`src/sv/tfn_pkg.sv`:
```
// Shared widths, stage map and payload types of the triangle face normal pipeline.
package tfn_pkg;

  localparam int CoordW  = 24;
  localparam int FracW   = 15;
  localparam int OutW    = FracW + 1;
  localparam int EdgeW   = CoordW + 1;
  localparam int ProdW   = 2 * EdgeW;
  localparam int CrossW  = ProdW + 1;
  localparam int MagW    = CrossW;
  localparam int BlW     = $clog2(MagW + 1);
  localparam int KeepW   = 30;
  localparam int SqW     = 2 * KeepW;
  localparam int SumW    = 2 * KeepW + 2;
  localparam int RootW   = KeepW + 1;
  localparam int QuoW    = FracW + 1;
  localparam int DivW    = KeepW + FracW + 1;
  localparam int DegBits = 16;
  localparam int ThrW    = 32;
  localparam int StepN   = 4;

  localparam int FrontStages = 4;
  localparam int NormStages  = 5;
  localparam int SqStages    = (RootW + StepN - 1) / StepN;
  localparam int DivStages   = (QuoW + StepN - 1) / StepN;
  localparam int NormBase    = FrontStages;
  localparam int SqBase      = NormBase + NormStages;
  localparam int DivBase     = SqBase + SqStages;
  localparam int OutIdx      = DivBase + DivStages + 1;
  localparam int NumStages   = OutIdx + 1;

  localparam int AddrW = 3;
  localparam logic RegThr = 1'b0;

  typedef struct packed {
    logic signed [CoordW-1:0] v0_x;
    logic signed [CoordW-1:0] v0_y;
    logic signed [CoordW-1:0] v0_z;
    logic signed [CoordW-1:0] v1_x;
    logic signed [CoordW-1:0] v1_y;
    logic signed [CoordW-1:0] v1_z;
    logic signed [CoordW-1:0] v2_x;
    logic signed [CoordW-1:0] v2_y;
    logic signed [CoordW-1:0] v2_z;
  } tfn_in_t;

  typedef struct packed {
    logic signed [OutW-1:0] normal_x;
    logic signed [OutW-1:0] normal_y;
    logic signed [OutW-1:0] normal_z;
    logic                   degenerate;
  } tfn_out_t;

endpackage

```
`src/sv/tfn_isqrt.sv`:
```
// Pipelined integer square root, a few result bits per stage.
module tfn_isqrt import tfn_pkg::*; #(
  parameter int SideW = 1
) (
  input  logic                  clk_i,
  input  logic [SqStages-1:0]   en_i,
  input  logic [SumW-1:0]       x_i,
  input  logic [SideW-1:0]      side_i,
  output logic [RootW-1:0]      root_o,
  output logic [SideW-1:0]      side_o
);

  logic [RootW:0]    rem_q  [SqStages];
  logic [RootW-1:0]  root_q [SqStages];
  logic [SumW-1:0]   x_q    [SqStages];
  logic [SideW-1:0]  side_q [SqStages];

  for (genvar k = 0; k < SqStages; k++) begin : g_st
    logic [RootW:0]   rem_in, rem_d;
    logic [RootW-1:0] root_in, root_d;
    logic [SumW-1:0]  x_in, x_d;
    logic [SideW-1:0] side_in;

    if (k == 0) begin : g_first
      assign rem_in  = '0;
      assign root_in = '0;
      assign x_in    = x_i;
      assign side_in = side_i;
    end else begin : g_next
      assign rem_in  = rem_q[k-1];
      assign root_in = root_q[k-1];
      assign x_in    = x_q[k-1];
      assign side_in = side_q[k-1];
    end

    always_comb begin
      logic [RootW+2:0] r2;
      logic [RootW+2:0] tr;
      r2     = '0;
      tr     = '0;
      rem_d  = rem_in;
      root_d = root_in;
      x_d    = x_in;
      for (int j = 0; j < StepN; j++) begin
        if (k * StepN + j < RootW) begin
          r2 = {rem_d, x_d[SumW-1 -: 2]};
          tr = (RootW+3)'({root_d, 2'b01});
          if (r2 >= tr) begin
            rem_d  = (RootW+1)'(r2 - tr);
            root_d = {root_d[RootW-2:0], 1'b1};
          end else begin
            rem_d  = (RootW+1)'(r2);
            root_d = {root_d[RootW-2:0], 1'b0};
          end
          x_d = {x_d[SumW-3:0], 2'b00};
        end
      end
    end

    always_ff @(posedge clk_i) begin
      if (en_i[k]) begin
        rem_q[k]  <= rem_d;
        root_q[k] <= root_d;
        x_q[k]    <= x_d;
        side_q[k] <= side_in;
      end
    end
  end

  assign root_o = root_q[SqStages-1];
  assign side_o = side_q[SqStages-1];

endmodule

```
`config.mk`:
```
export PLATFORM = sky130hd
export DESIGN_NAME = tfn_isqrt
export DESIGN_NICKNAME = d
export VERILOG_FILES = /design/src/sv/tfn_pkg.sv /design/src/sv/tfn_isqrt.sv
export SDC_FILE = /design/constraint.sdc
export NUM_CORES = 2
export LEC_CHECK = 0
export BUFFER_PORTS_ARGS = -buffer_cell sky130_fd_sc_hd__buf_2
export CAP_MARGIN = 0
export CORE_MARGIN = 1.5
export CORE_UTILIZATION = 44
export CTS_CLUSTER_DIAMETER = 80
export DETAILED_ROUTE_END_ITERATION = 7
export RECOVER_POWER = 50
export SLEW_MARGIN = 5
export SYNTH_ARGS = -nofsm -noshare
export SYNTH_HDL_FRONTEND = slang
export SYNTH_SLANG_ARGS = --single-unit
```
`constraint.sdc`:
```
create_clock -name clk_i -period 15.57 [get_ports clk_i]
set_input_delay 3.114 -clock clk_i [delete_from_list [all_inputs] [get_ports clk_i]]
set_output_delay 3.114 -clock clk_i [all_outputs]
set_load 0.05 [all_outputs]
```
==> reports/metrics.yaml <==
outcome:
  status: "finished with violations"
  violations: "max-capacitance violations, max-slew violations"
critical_path:
  endpoint_kind: "register"
  worstSetupStartpointType: "register"
  path_class: "register to register"
  cp_max_fo: 32
  max_stage_delay_ns: 1.20
  worstPathRequired_ns: 15.98
  crit_arrival_ns: 14.91
  crit_slowest_cell: "clkbuf_1"
synthesis:
  synth.most_common_cell: "a21oi_1"
  synth_top_cell_by_area: "edfxtp_1"
  ys_top_cells_by_count: "a21oi_1 (684), nor2_1 (622), nand2_1 (602)"
  yosysWarnings: 0
  synth-seq-cells: 585
  avgSynthCellArea_um2: 8.47
  synth_cell_types: 112
  synth.area.top_cells: "edfxtp_1 (29%), ha_1 (11%), xnor2_1 (6.6%), a21oi_1 (5.7%), nor2_1 (3.9%)"
  synth-main-ff-cell: "edfxtp_1"
  netlist.area_leader.share_pct: 29.3
  ys_seq_area_share_pct: 29.3
  async_flop_share_pct: 0
  synth_area_um2: 59900
  netlist_instances: 7078
  synth_edf_count: 585
clocking:
  postCtsSetupRepairBufs: 0
  post_cts_resized: 0
  cts.sinks: 585
  cts_buffer_depth: 3
  clkTransAtPathRegs_ns: 0.06
  cts_made_buffers: 75
  cts.htree.levels: 3
  clock_latency_ns: 0.68
  cts_root_buffer: "clkbuf_16"
  ctsHoldBuffers: 0
  cts_tree: "done"
job:
  drv_cap: 10
sta:
  setup_viol: 0
  finalHoldViolCount: 0
  maxSlewViolCount: 374
  fin_setup_tns_ns: 0
  clock_skew_ns: 0.0385
  tightest_slew_ns: 3.93
  max_slew_margin_pct: -162
  rsz0062_at_grt: "no"
  fmax_mhz: 69.0
  period_share_pct: 93.1
  fin_crit_ns: 14.50
detailed_routing:
  wl_per_cell_um: 21.9
  ant_nets: 0
  num_vias: 54400
  routed_via_density: 6.11
  dr.pass1.iters: 6
  drtIter0Drc: 5134
  wirelength_um: 196000
  drc_errors: 0
placed_design:
  io_buffers: 103
  detailed_place_hpwl_um: 157000
  place_congestion: 0.965
grt:
  overflow: 0
  antenna_found_initial: 0
  grt_pass1_vias: 50500
  grt_max_degree: 68
  grt_pass1_wl_um: 297000
  grt_use_total_pct: 27.4
floorplan:
  die_width_um: 372
  core_um2: 135000
  row_count: 135
  dieArea_um2: 138000
  boundaryPins: 104
  fp.dieH_um: 372
  start_util_pct: 44.3
layout:
  drive_above_1_share_pct: 6.67
  syn_to_final_growth_pct: 7.67
  final_nets: 7675
min_path:
  hold_path_class: "register to register"
-- path summary, 6_finish.rpt --
kind	startpoint	end	slack, ns	depth (start not counted)
setup reg to reg	root_q[0][94]$_DFFE_PP_	rem_q[4][25]$_DFFE_PP_	1.07	45
hold reg to reg	x_q[1][42]$_DFFE_PP_	x_q[2][50]$_DFFE_PP_	0.41	0
hold / removal	x_q[1][42]$_DFFE_PP_	x_q[2][50]$_DFFE_PP_	0.41	0
setup / recovery	root_q[0][94]$_DFFE_PP_	rem_q[4][25]$_DFFE_PP_	1.07	45
-- registers in the layout, indices dropped and copies added, names as in the netlist --
signal / count
root_q: 143
side_q: 8
rem_q: 224
x_q: 210
-- stage by stage --
| stage | cells | hold WS (ns) | util [%] | setup slack [ns] | instance area [um2] |
|---|---|---|---|---|---|
| 2_1_floorplan | 7081 | 0.400 | - | 4.36 | 59900 |
| 3_3_place_gp | 8779 | 0.400 | 45.9 | 1.54 | 62100 |
| 3_5_place_dp | 8779 | 0.405 | 45.9 | 1.52 | 62100 |
| 4_1_cts | 8914 | 0.414 | 47.7 | 1.44 | 64600 |
| 5_1_grt | 8914 | 0.418 | 47.7 | 0.195 | 64500 |
| 6_report | 8915 | 0.411 | 47.7 | 1.07 | 64500 |
-- cell usage in the layout (no fill, tap or decap), types with 36 or more instances in the layout --
| master | count |
|---|---|
| nor2_1 | 622 |
| edfxtp_1 | 585 |
| ha_1 | 528 |
| buf_2 | 90 |
| o21a_1 | 69 |
| and4_1 | 36 |
| o31ai_1 | 61 |
| or4_1 | 36 |
| xnor2_1 | 452 |
| inv_1 | 331 |
| nor3_1 | 197 |
| nor4_1 | 83 |
| mux2_2 | 101 |
| a21oi_1 | 684 |
| and2_1 | 54 |
| o21bai_1 | 79 |
| and3_1 | 74 |
| nand3_1 | 217 |
| clkbuf_16 | 77 |
| a211oi_1 | 73 |
| nand2_1 | 602 |
| or3_1 | 69 |
| a21o_1 | 257 |
| or2_2 | 48 |
| o211ai_1 | 53 |
| nand2b_1 | 112 |
| a31oi_1 | 57 |
| xor2_1 | 233 |
| o21ai_0 | 390 |
| nand4_1 | 111 |
| mux2i_1 | 36 |
| nor2b_1 | 84 |
-- per-layer routing --
layer	vias to the layer above	part of all wire [%]	GRT usage [%]
li1	26400	-	-
met1	26100	46	37.7
met2	1633	46	44.3
met3	271	5.3	3.39
met4	0	3.4	9.16
met5	-	0	0
-- area by class of cell --
type | count | area (um2)
Sequential cell | 585 | 17600
Tap cell | 1781 | 2230
Fill cell | 13100 | 70800
Timing Repair Buffer | 137 | 759
Clock inverter | 48 | 517
Antenna cell | 1 | 2.50
Inverter | 345 | 1290
Clock buffer | 87 | 1960
Multi-Input combinational cell | 5931 | 40200
-- cell families after synthesis --
| kind of cell | count (synthesis) | share of synthesized area (%) |
|---|---|---|
| mux | 139 | 2.54 |
| compound gates | 2080 | 22.3 |
| other cells | 1 | 0.00626 |
| flops | 585 | 29.3 |
| fa+ha+maj | 528 | 11.0 |
| buf+inv | 565 | 3.68 |
| xor+xnor | 687 | 10.1 |
| simple gates | 2493 | 21.1 |
-- critical path: cells and delay by family, from the launching register on --
kind	cells	cell delay, ns
multiplexers	1	0.33
AND/OR/NAND/NOR	16	4.03
AO/OA/AOI/OAI	15	4.01
buffers and inverters	7	3.49
XOR/XNOR	2	0.26
flip-flops	1	0.50
adder cells (fa/ha/maj)	4	1.57
Power is not shown: default switching activity piles up to over one toggle a cycle in this logic, so the estimate is an artifact.
